--- src/rtl/two_tone_fsk_bit_decider_macros.svh ---
// Assertion helpers shared by the RTL files.
`ifndef TWO_TONE_FSK_BIT_DECIDER_MACROS_SVH
`define TWO_TONE_FSK_BIT_DECIDER_MACROS_SVH

// Concurrent assertion on an explicit clock and active-low reset.
`define TTF_ASSERT_AT(label, clk, rst_n, prop, msg) \
  label: assert property (@(posedge clk) disable iff (!rst_n) (prop)) else $error(msg);

// Concurrent assertion on the block's own clock and reset.
`define TTF_ASSERT(label, prop, msg) \
  `TTF_ASSERT_AT(label, clk_i, rst_ni, prop, msg)

`endif

--- src/rtl/ttfsk_pkg.sv ---
`timescale 1ns / 1ps
`default_nettype none

package ttfsk_pkg;

  localparam int unsigned MagW    = 16;
  localparam int unsigned RadW    = 32;
  localparam logic [15:0] ThrReset = 16'd10;

  typedef enum logic [1:0] {
    TONE_LOW  = 2'd0,
    TONE_HIGH = 2'd1,
    TONE_NONE = 2'd2
  } tone_e;

  typedef enum logic [1:0] {
    SYM_ZERO = 2'd0,
    SYM_ONE  = 2'd1,
    SYM_NONE = 2'd2
  } sym_e;

  typedef struct packed {
    logic            start;
    logic [RadW-1:0] radicand;
  } sqrt_req_t;

  typedef struct packed {
    logic            busy;
    logic            done;
    logic [MagW-1:0] root;
  } sqrt_rsp_t;

endpackage

`default_nettype wire

--- src/rtl/ttfsk_sqrt.sv ---
`timescale 1ns / 1ps
`default_nettype none

`include "two_tone_fsk_bit_decider_macros.svh"

// Digit-by-digit integer square root, one result bit per cycle.
module ttfsk_sqrt (
  input  wire logic                 clk_i,
  input  wire logic                 rst_ni,
  input  wire ttfsk_pkg::sqrt_req_t req_i,
  output ttfsk_pkg::sqrt_rsp_t      rsp_o
);
  import ttfsk_pkg::*;

  localparam logic [RadW-1:0] BitInit = RadW'(1) << (RadW - 2);

  logic            busy_q, busy_d;
  logic            done_q, done_d;
  logic [RadW-1:0] x_q, x_d;
  logic [RadW-1:0] root_q, root_d;
  logic [RadW-1:0] bit_q, bit_d;
  logic [RadW-1:0] trial;

  assign trial = root_q + bit_q;

  always_comb begin
    busy_d = busy_q;
    done_d = 1'b0;
    x_d    = x_q;
    root_d = root_q;
    bit_d  = bit_q;
    if (req_i.start) begin
      busy_d = 1'b1;
      x_d    = req_i.radicand;
      root_d = '0;
      bit_d  = BitInit;
    end else if (busy_q) begin
      if (x_q >= trial) begin
        x_d    = x_q - trial;
        root_d = (root_q >> 1) + bit_q;
      end else begin
        root_d = root_q >> 1;
      end
      bit_d = bit_q >> 2;
      if (bit_q == RadW'(1)) begin
        busy_d = 1'b0;
        done_d = 1'b1;
      end
    end
  end

  always_ff @(posedge clk_i or negedge rst_ni) begin
    if (!rst_ni) begin
      busy_q <= 1'b0;
      done_q <= 1'b0;
    end else begin
      busy_q <= busy_d;
      done_q <= done_d;
    end
  end

  always_ff @(posedge clk_i) begin
    x_q    <= x_d;
    root_q <= root_d;
    bit_q  <= bit_d;
  end

  assign rsp_o.busy = busy_q;
  assign rsp_o.done = done_q;
  assign rsp_o.root = root_q[MagW-1:0];

  `TTF_ASSERT(a_start_when_idle, req_i.start |-> !busy_q, "sqrt started while busy")
  `TTF_ASSERT(a_done_after_busy, done_q |-> ($past(busy_q) && !busy_q), "stray sqrt done")
  `TTF_ASSERT(a_root_fits, done_q |-> (root_q[RadW-1:MagW] == '0), "root exceeds 16 bits")

endmodule

`default_nettype wire

--- src/rtl/two_tone_fsk_bit_decider.sv ---
// Each item is accepted in IDLE; then the low bin and then the high bin each pass MUL_RE and
//   MUL_IM (squaring), SUM and ROOT on the shared root unit, then DECIDE, which waits while
//   the output register is full. A new item is accepted only back in IDLE, so the block does
//   not take a new item while it is still working on the last one.
// Reset (rst_ni, async, active low): threshold returns to 10, tone history and start flag
//   clear, output register empties; the block is ready in the first cycle after reset.
`timescale 1ns / 1ps
`default_nettype none

`include "two_tone_fsk_bit_decider_macros.svh"

module two_tone_fsk_bit_decider (
  input  wire logic        clk_i,
  input  wire logic        rst_ni,
  input  wire logic        cfg_we_i,
  input  wire logic [15:0] cfg_wdata_i,   // silence_threshold
  input  wire logic        s_axis_tvalid,
  output logic             s_axis_tready,
  // low_real[15:0], low_imag[31:16], high_real[47:32], high_imag[63:48]
  input  wire logic [63:0] s_axis_tdata,
  output logic             m_axis_tvalid,
  input  wire logic        m_axis_tready,
  // tone_class[1:0], decoded_symbol[3:2], zero[7:4]
  output logic [7:0]       m_axis_tdata
);
  import ttfsk_pkg::*;

  typedef enum logic [2:0] {
    ST_IDLE,
    ST_MUL_RE,
    ST_MUL_IM,
    ST_SUM,
    ST_ROOT,
    ST_DECIDE
  } state_e;

  state_e             state_q;
  logic               bin_sel_q;      // 0 low bin, 1 high bin
  logic [15:0]        thr_q;
  logic [63:0]        bins_q;
  logic [30:0]        prod_q;
  logic [30:0]        sum_q;
  logic [MagW-1:0]    mag_low_q;
  logic [MagW-1:0]    mag_high_q;
  tone_e              cur_q;
  logic               start_q;
  logic               m_valid_q;
  tone_e              out_tone_q;
  sym_e               out_sym_q;

  logic signed [15:0] op;
  logic signed [31:0] sq;
  sqrt_req_t          sqrt_req;
  sqrt_rsp_t          sqrt_rsp;
  logic               out_free;
  tone_e              tone_new;
  sym_e               sym_new;
  logic               start_new;

  // Squarer operand: real part in MUL_RE, imaginary part otherwise.
  always_comb begin
    if (state_q == ST_MUL_RE) begin
      op = bin_sel_q ? signed'(bins_q[47:32]) : signed'(bins_q[15:0]);
    end else begin
      op = bin_sel_q ? signed'(bins_q[63:48]) : signed'(bins_q[31:16]);
    end
  end

  assign sq = op * op;

  assign sqrt_req.start    = (state_q == ST_SUM);
  assign sqrt_req.radicand = {1'b0, sum_q} + {1'b0, prod_q};

  ttfsk_sqrt u_sqrt (
    .clk_i  (clk_i),
    .rst_ni (rst_ni),
    .req_i  (sqrt_req),
    .rsp_o  (sqrt_rsp)
  );

  always_comb begin
    tone_new  = TONE_HIGH;
    sym_new   = SYM_NONE;
    start_new = start_q;
    if ((mag_low_q < thr_q) && (mag_high_q < thr_q)) begin
      tone_new = TONE_NONE;
    end else if (mag_low_q > mag_high_q) begin
      tone_new = TONE_LOW;
    end
    if (tone_new == TONE_NONE) begin
      start_new = 1'b0;
    end else if (start_q) begin
      sym_new = (tone_new == TONE_LOW) ? SYM_ZERO : SYM_ONE;
    end else if (tone_new == TONE_LOW && cur_q == TONE_HIGH) begin
      start_new = 1'b1;
    end
  end

  assign out_free = !m_valid_q || m_axis_tready;

  always_ff @(posedge clk_i or negedge rst_ni) begin
    if (!rst_ni) begin
      state_q   <= ST_IDLE;
      bin_sel_q <= 1'b0;
      thr_q     <= ThrReset;
      cur_q     <= TONE_LOW;
      start_q   <= 1'b0;
      m_valid_q <= 1'b0;
    end else begin
      if (cfg_we_i) begin
        thr_q <= cfg_wdata_i;
      end
      // DECIDE refills or keeps the output register itself
      if (m_valid_q && m_axis_tready && state_q != ST_DECIDE) begin
        m_valid_q <= 1'b0;
      end
      case (state_q)
        ST_IDLE: begin
          if (s_axis_tvalid) begin
            bin_sel_q <= 1'b0;
            state_q   <= ST_MUL_RE;
          end
        end
        ST_MUL_RE: state_q <= ST_MUL_IM;
        ST_MUL_IM: state_q <= ST_SUM;
        ST_SUM:    state_q <= ST_ROOT;
        ST_ROOT: begin
          if (sqrt_rsp.done) begin
            if (bin_sel_q) begin
              state_q <= ST_DECIDE;
            end else begin
              bin_sel_q <= 1'b1;
              state_q   <= ST_MUL_RE;
            end
          end
        end
        ST_DECIDE: begin
          if (out_free) begin
            cur_q     <= tone_new;
            start_q   <= start_new;
            m_valid_q <= 1'b1;
            state_q   <= ST_IDLE;
          end
        end
        default: state_q <= ST_IDLE;
      endcase
    end
  end

  // Datapath registers, no reset needed.
  always_ff @(posedge clk_i) begin
    if (state_q == ST_IDLE && s_axis_tvalid) begin
      bins_q <= s_axis_tdata;
    end
    if (state_q == ST_MUL_RE || state_q == ST_MUL_IM) begin
      prod_q <= sq[30:0];   // a square of a 16-bit value is below 2^31
    end
    if (state_q == ST_MUL_IM) begin
      sum_q <= prod_q;
    end
    if (state_q == ST_ROOT && sqrt_rsp.done) begin
      if (bin_sel_q) begin
        mag_high_q <= sqrt_rsp.root;
      end else begin
        mag_low_q <= sqrt_rsp.root;
      end
    end
    if (state_q == ST_DECIDE && out_free) begin
      out_tone_q <= tone_new;
      out_sym_q  <= sym_new;
    end
  end

  assign s_axis_tready = (state_q == ST_IDLE);
  assign m_axis_tvalid = m_valid_q;
  assign m_axis_tdata  = {4'b0000, out_sym_q, out_tone_q};

  `TTF_ASSERT(a_none_no_bit,
    m_valid_q |-> (out_tone_q != TONE_NONE || out_sym_q == SYM_NONE),
    "bit emitted for absent tone")
  `TTF_ASSERT(a_start_not_none, start_q |-> (cur_q != TONE_NONE), "start flag with absent tone")
  `TTF_ASSERT(a_done_in_root, sqrt_rsp.done |-> (state_q == ST_ROOT), "root done outside ROOT")
  `TTF_ASSERT(a_accept_starts,
    (s_axis_tvalid && s_axis_tready) |=> (state_q == ST_MUL_RE && !bin_sel_q),
    "accepted item did not start low bin")

endmodule

`default_nettype wire

--- config.mk ---
export PLATFORM = sky130hd
export DESIGN_NAME = two_tone_fsk_bit_decider
export DESIGN_NICKNAME = d
export VERILOG_FILES = /design/src/rtl/ttfsk_pkg.sv /design/src/rtl/ttfsk_sqrt.sv /design/src/rtl/two_tone_fsk_bit_decider.sv
export VERILOG_INCLUDE_DIRS = /design/src /design/src/rtl
export SDC_FILE = /design/constraint.sdc
export NUM_CORES = 1
export LEC_CHECK = 0
export ABC_AREA = 1
export BUFFER_PORTS_ARGS = -buffer_cell sky130_fd_sc_hd__clkbuf_2
export CORE_MARGIN = 2
export CORE_UTILIZATION = 45
export CTS_BUF_LIST = sky130_fd_sc_hd__clkbuf_4 sky130_fd_sc_hd__clkbuf_8
export CTS_CLUSTER_SIZE = 24
export DETAILED_ROUTE_END_ITERATION = 10
export PLACE_DENSITY = 0.71
export SLEW_MARGIN = 20
export SYNTH_ARGS = -nofsm -noshare
export SYNTH_HDL_FRONTEND = slang
export SYNTH_HIERARCHICAL = 1
export SYNTH_SLANG_ARGS = --single-unit
--- constraint.sdc ---
create_clock -name clk_i -period 13.1 [get_ports clk_i]
set_input_delay 1.965 -clock clk_i [delete_from_list [all_inputs] [get_ports clk_i]]
set_output_delay 1.965 -clock clk_i [all_outputs]
set_load 0.05 [all_outputs]
# Yosys cells after proc, flatten, opt, wreduce, memory -nomap -nowiden
# Cells that the tools add are included.
# totals
register_bits	268
latch_bits	0
ramBits	0
rom_bits	0
input_bits	85
mem_count	0
# op_classes
add_sub_neg	4
n_mul	1
n_div	0
order_cmp	4
eq_ne	12
n_shift	0
n_mux	30
bitwise_logic	2
n_reduce_logical	22
# op_table
op	n
$mux 32	4
$add 31x31->32	2
$mux 16	3
$add 32x31->32	1
$ge 32x32->1	1
$lt 16x16->1	2
$sub 32x32->32	1
$mul 16x16->31	1
$pmux 3 s6	1
$eq 16x1->1 const B	1
$gt 16x16->1	1
$mux 1	16
$mux 3	4
$reduce_and 2->1	4
$logic_and 1x1->1	7
$eq 3x2->1 const B	2
$eq 3x3->1 const B	2
$reduce_and 3->1	2
$reduce_bool 2->1	3
$ne 2x2->1 const B	2
$eq 3x1->1 const B	1
$logic_not 3->1	1
$ne 3x3->1 const B	1
$eq 2x1->1 const B	1
9 further kinds	11

# Longest topological paths before layout
# depth
word_depth	8
depth_mapped	32

# By module
# Netlist, hierarchy kept.
# by_module_without_submodules
mod	instances	cells_each	area_each_um2	seq_area_each_um2
two_tone_fsk_bit_decider	1	1969	18542.8	5407.7
ttfsk_sqrt	1	1477	8847.2	1971.9

# Least setup slack after synthesis
# No wires, ideal clock.
# synth_path
path_type	reg-to-reg
startpoint	reg bin_sel_q
endpoint	reg prod_q[30] (data pin)
setup_ns	0.253
t_arrival_ns	6.056
t_required_ns	12.847
path_slack_ns	6.791
stages_incl_launch_ff	29
path_buffers	3
synth_period_minus_slack_ns	6.309
path_cell_list	dfrtp_1 > buf_4 > buf_2 > or2_0 > o211ai_2 > o21ai_4 > inv_4 > buf_6 > nor2_1 > fa_1 > inv_1 > fa_1 > inv_1 > fa_1 > fa_1 > inv_1 > fa_1 > inv_1 > fa_1 > ha_1 > inv_1 > nor3_1 > nand2_1 > nor2_1 > nand2_1 > inv_1 > nor2_1 > nand2_1 > nand2_1
# synth_via
elab_chain_cells	3
elab_cells_between_ends	4
classes_between	mul (1); mux (3)
# synth_rtl
element	line	rtl
start: declaration	two_tone_fsk_bit_decider.sv:38	logic bin_sel_q;
start signal: assignment	two_tone_fsk_bit_decider.sv:104	bin_sel_q <= 1'b0;
start signal: assignment	two_tone_fsk_bit_decider.sv:120	bin_sel_q <= 1'b0;
start signal: assignment	two_tone_fsk_bit_decider.sv:132	bin_sel_q <= 1'b1;
$mux 16 (on tied branches)	two_tone_fsk_bit_decider.sv:65, two_tone_fsk_bit_decider.sv:63	
$mux 16 (*)	two_tone_fsk_bit_decider.sv:62	if (state_q == ST_MUL_RE) begin
$mul 16x16->31 (*)	two_tone_fsk_bit_decider.sv:69	assign sq = op * op;
net sq[30]	two_tone_fsk_bit_decider.sv:52	logic signed [31:0] sq;
end signal: assignment	two_tone_fsk_bit_decider.sv:156	prod_q <= sq[30:0];
end: declaration	two_tone_fsk_bit_decider.sv:41	logic [30:0] prod_q;
# The timed path passes the listed nets; every way through them passes the cells marked *.
# A chain may end at the register's enable or synchronous reset.

# Worst setup path after layout
# layout_path
startpoint	reg state_q[0]
endpoint	reg prod_q[26] (data pin)
# layout_via
elab_chain_cells	3
# layout_rtl
element	line	rtl
start: declaration	two_tone_fsk_bit_decider.sv:37	state_e state_q;
start signal: assignment	two_tone_fsk_bit_decider.sv:103	state_q <= ST_IDLE;
start signal: assignment	two_tone_fsk_bit_decider.sv:121	state_q <= ST_MUL_RE;
start signal: assignment	two_tone_fsk_bit_decider.sv:124	ST_MUL_RE: state_q <= ST_MUL_IM;
$eq 3x1->1	two_tone_fsk_bit_decider.sv:62	
$mux 16	two_tone_fsk_bit_decider.sv:62	
$mul 16x16->31	two_tone_fsk_bit_decider.sv:69	
net sq[26]	two_tone_fsk_bit_decider.sv:52	
# The timed path passes the listed nets, and every way through them passes these cells.

==> impl_metrics.ini <==
[worst_setup_path]
reg2reg_to = prod_q[26]
rrSetupSlack_ns = 5.44
cp.required_ns = 13.49
crit_path_max_fanout = 34
crit_end = prod_q[26]
worstSetupStartpoint = state_q[0]
setup.worst_path.start_class = flip-flop
timing.rr.start = state_q[0]
timing.critical_path.to_type = flip-flop
rr_worst_depth = 22
worstPathArrival_ns = 8.04
setup.worst_path.class = reg -> reg

[sta]
finalSetupViolations = 0
timing_max_transition_violations_final = 0
fin_tns_setup_ns = 0
clock-skew-final_ns = 0.0527
unrepaired_setup_endpoints_after_global_routing = no
post_route_minimum_period_ns = 7.66
transition_at_the_pin_with_the_smallest_max_transition_slack_ns = 0.915
hold_viol_final = 0
maxClockFrequency_ghz = 0.131
relSlewSlack = 0.390
fin_crit_sh = 0.584

[floorplanning]
fp.coreArea_mm2 = 0.0602
die_x_um = 251
die_area_mm2 = 0.0628
initial_util = 0.455
dieHeight_um = 251
floorplan.rows = 90
top_level_ports = 95

[min_path]
holdCritPathClass = reg -> reg

[synthesis]
syn_area_per_cell_um2 = 7.95
postSynthCellCount = 3445
netlist_area_mm2 = 0.0274
ys.warnings.count = 6

[clocking]
clkSinkCount = 266
cts_buffers = 47
clock_tree_buf_depth = 3
h-tree-depth = 2
post_cts_hold_buffer_count = 0
cts_tree = done
clk_pin_slew_ns = 0.06
cts-resized-gates = 0
post_cts_setup_bufs = 0
clock_tree.root_cell = sky130_fd_sc_hd__clkbuf_8
insertion_delay_ns = 0.66

[status]
status = finished clean

[layout]
layout-drive-gt1-share = 0.0793
final_area_mm2 = 0.0294
area.growth.synth_to_final_pct = 7.53
num-nets-final = 4058

[global_routing]
largest_net_degree_at_the_start_of_global_routing = 73
grt_pass1_vias = 23000
overflow = 0
grt_antenna_before_repair = 1
grt_pass1_wl_um = 115000
grt_use_total = 0.226

[drt]
detailedRoute.firstIterationViolations = 1530
remaining_drc_errors = 0
num_vias = 22400
ant_nets = 0
wl_um = 68900
route.detailed.vias_per_inst = 5.17
drt-pass1-iter-count = 6
routed_wire_length_per_instance_um = 15.9

[place]
dpl_cell_area_mm2 = 0.0284
dpl.hpwl_um = 55100
input_output_buffers = 90
routabilityCongestion = 0.981

[flow_run]
max-cap-violations = 0
[per-layer routing]
metal  track usage  up-vias  part of all wire
met5             0        -                 0
met1         0.278    10600              0.42
met2         0.410      583              0.50
li1              -    11100                 -
met4        0.0724        0             0.031
met3        0.0296      142             0.046
[layout by cell type, fill, tap and decap left out, types with 6 or more instances in the layout]
master / instances
sky130_fd_sc_hd__a21o_1: 12
sky130_fd_sc_hd__a21oi_1: 168
sky130_fd_sc_hd__a31oi_1: 9
sky130_fd_sc_hd__and2_1: 6
sky130_fd_sc_hd__buf_4: 14
sky130_fd_sc_hd__clkbuf_2: 90
sky130_fd_sc_hd__clkbuf_4: 10
sky130_fd_sc_hd__clkbuf_8: 54
sky130_fd_sc_hd__clkinv_1: 6
sky130_fd_sc_hd__clkinv_2: 9
sky130_fd_sc_hd__dfrtp_1: 24
sky130_fd_sc_hd__dfxtp_1: 48
sky130_fd_sc_hd__edfxtp_1: 192
sky130_fd_sc_hd__fa_1: 231
sky130_fd_sc_hd__ha_1: 224
sky130_fd_sc_hd__inv_1: 604
sky130_fd_sc_hd__inv_2: 25
sky130_fd_sc_hd__mux2i_1: 14
sky130_fd_sc_hd__nand2_1: 834
sky130_fd_sc_hd__nand3_1: 202
sky130_fd_sc_hd__nand3b_1: 19
sky130_fd_sc_hd__nand4_1: 30
sky130_fd_sc_hd__nor2_1: 302
sky130_fd_sc_hd__nor2_2: 13
sky130_fd_sc_hd__nor2_4: 8
sky130_fd_sc_hd__nor3_1: 23
sky130_fd_sc_hd__nor4_1: 13
sky130_fd_sc_hd__o211ai_1: 11
sky130_fd_sc_hd__o21a_1: 10
sky130_fd_sc_hd__o21ai_0: 131
sky130_fd_sc_hd__o21ai_1: 6
sky130_fd_sc_hd__o21ai_4: 10
sky130_fd_sc_hd__o21bai_1: 24
sky130_fd_sc_hd__or2_0: 8
sky130_fd_sc_hd__or2_2: 13
sky130_fd_sc_hd__xnor2_1: 33
sky130_fd_sc_hd__xor2_1: 65
[through the flow]
step	hold slack (ns)	cells	worst slack [ns]	util
final	0.460	4338	5.44	0.489
after global routing	0.473	4338	4.92	0.489
after CTS	0.464	4337	5.40	0.489
after detailed placement	0.448	4251	5.44	0.472
after global placement	0.447	4251	5.56	0.472
after floorplan	0.433	3448	6.79	-
[critical path, stage by stage, from the launching register on]
cell,delay (ns)
sky130_fd_sc_hd__dfrtp_1,0.48
sky130_fd_sc_hd__nand3_4,0.52
sky130_fd_sc_hd__o21ai_2,0.88
sky130_fd_sc_hd__inv_2,0.31
sky130_fd_sc_hd__nor2_1,0.34
sky130_fd_sc_hd__fa_1,0.58
sky130_fd_sc_hd__inv_1,0.14
sky130_fd_sc_hd__fa_1,0.49
sky130_fd_sc_hd__inv_1,0.28
sky130_fd_sc_hd__fa_1,0.50
sky130_fd_sc_hd__fa_1,0.50
sky130_fd_sc_hd__fa_1,0.49
sky130_fd_sc_hd__inv_1,0.05
sky130_fd_sc_hd__fa_1,0.47
sky130_fd_sc_hd__inv_1,0.04
sky130_fd_sc_hd__ha_1,0.37
sky130_fd_sc_hd__nand2_1,0.12
sky130_fd_sc_hd__nor2_1,0.26
sky130_fd_sc_hd__nand2_1,0.11
sky130_fd_sc_hd__nor4_1,0.17
sky130_fd_sc_hd__nand2_1,0.12
sky130_fd_sc_hd__nand4_1,0.09
sky130_fd_sc_hd__nand2_1,0.06
[flip-flops by register name, summed over array words and instances (netlist names), 3 cells and up]
name and cells:
bins_q 64, mag_high_q 16, mag_low_q 16, prod_q 30, state_q 3, sum_q 30, thr_q 16, u_sqrt/bit_q 16
u_sqrt/root_q 32, u_sqrt/x_q 32
[area by class of cell]
cell class / count / area, um2
timing repair buffer: 104 / 556
inverter: 634 / 2390
antenna: 1 / 2.50
sequential: 266 / 7380
fill: 5884 / 30800
multi-input combinational: 2465 / 17100
clock inverter: 22 / 185
tap: 782 / 978
clock buffer: 64 / 818
[how the worst min path moves through the flow]
stage,start,endpoint,slack [ns],depth (start not counted)
finish,prod_q[3],sum_q[3],0.46,0
global route,prod_q[3],sum_q[3],0.47,0
CTS,prod_q[3],sum_q[3],0.46,0
detailed placement,prod_q[3],sum_q[3],0.45,0
global placement,prod_q[0],sum_q[0],0.45,0
floorplan,prod_q[0],sum_q[0],0.43,0
Power is not shown: default switching activity piles up to over one toggle a cycle in this logic, so the estimate is an artifact.
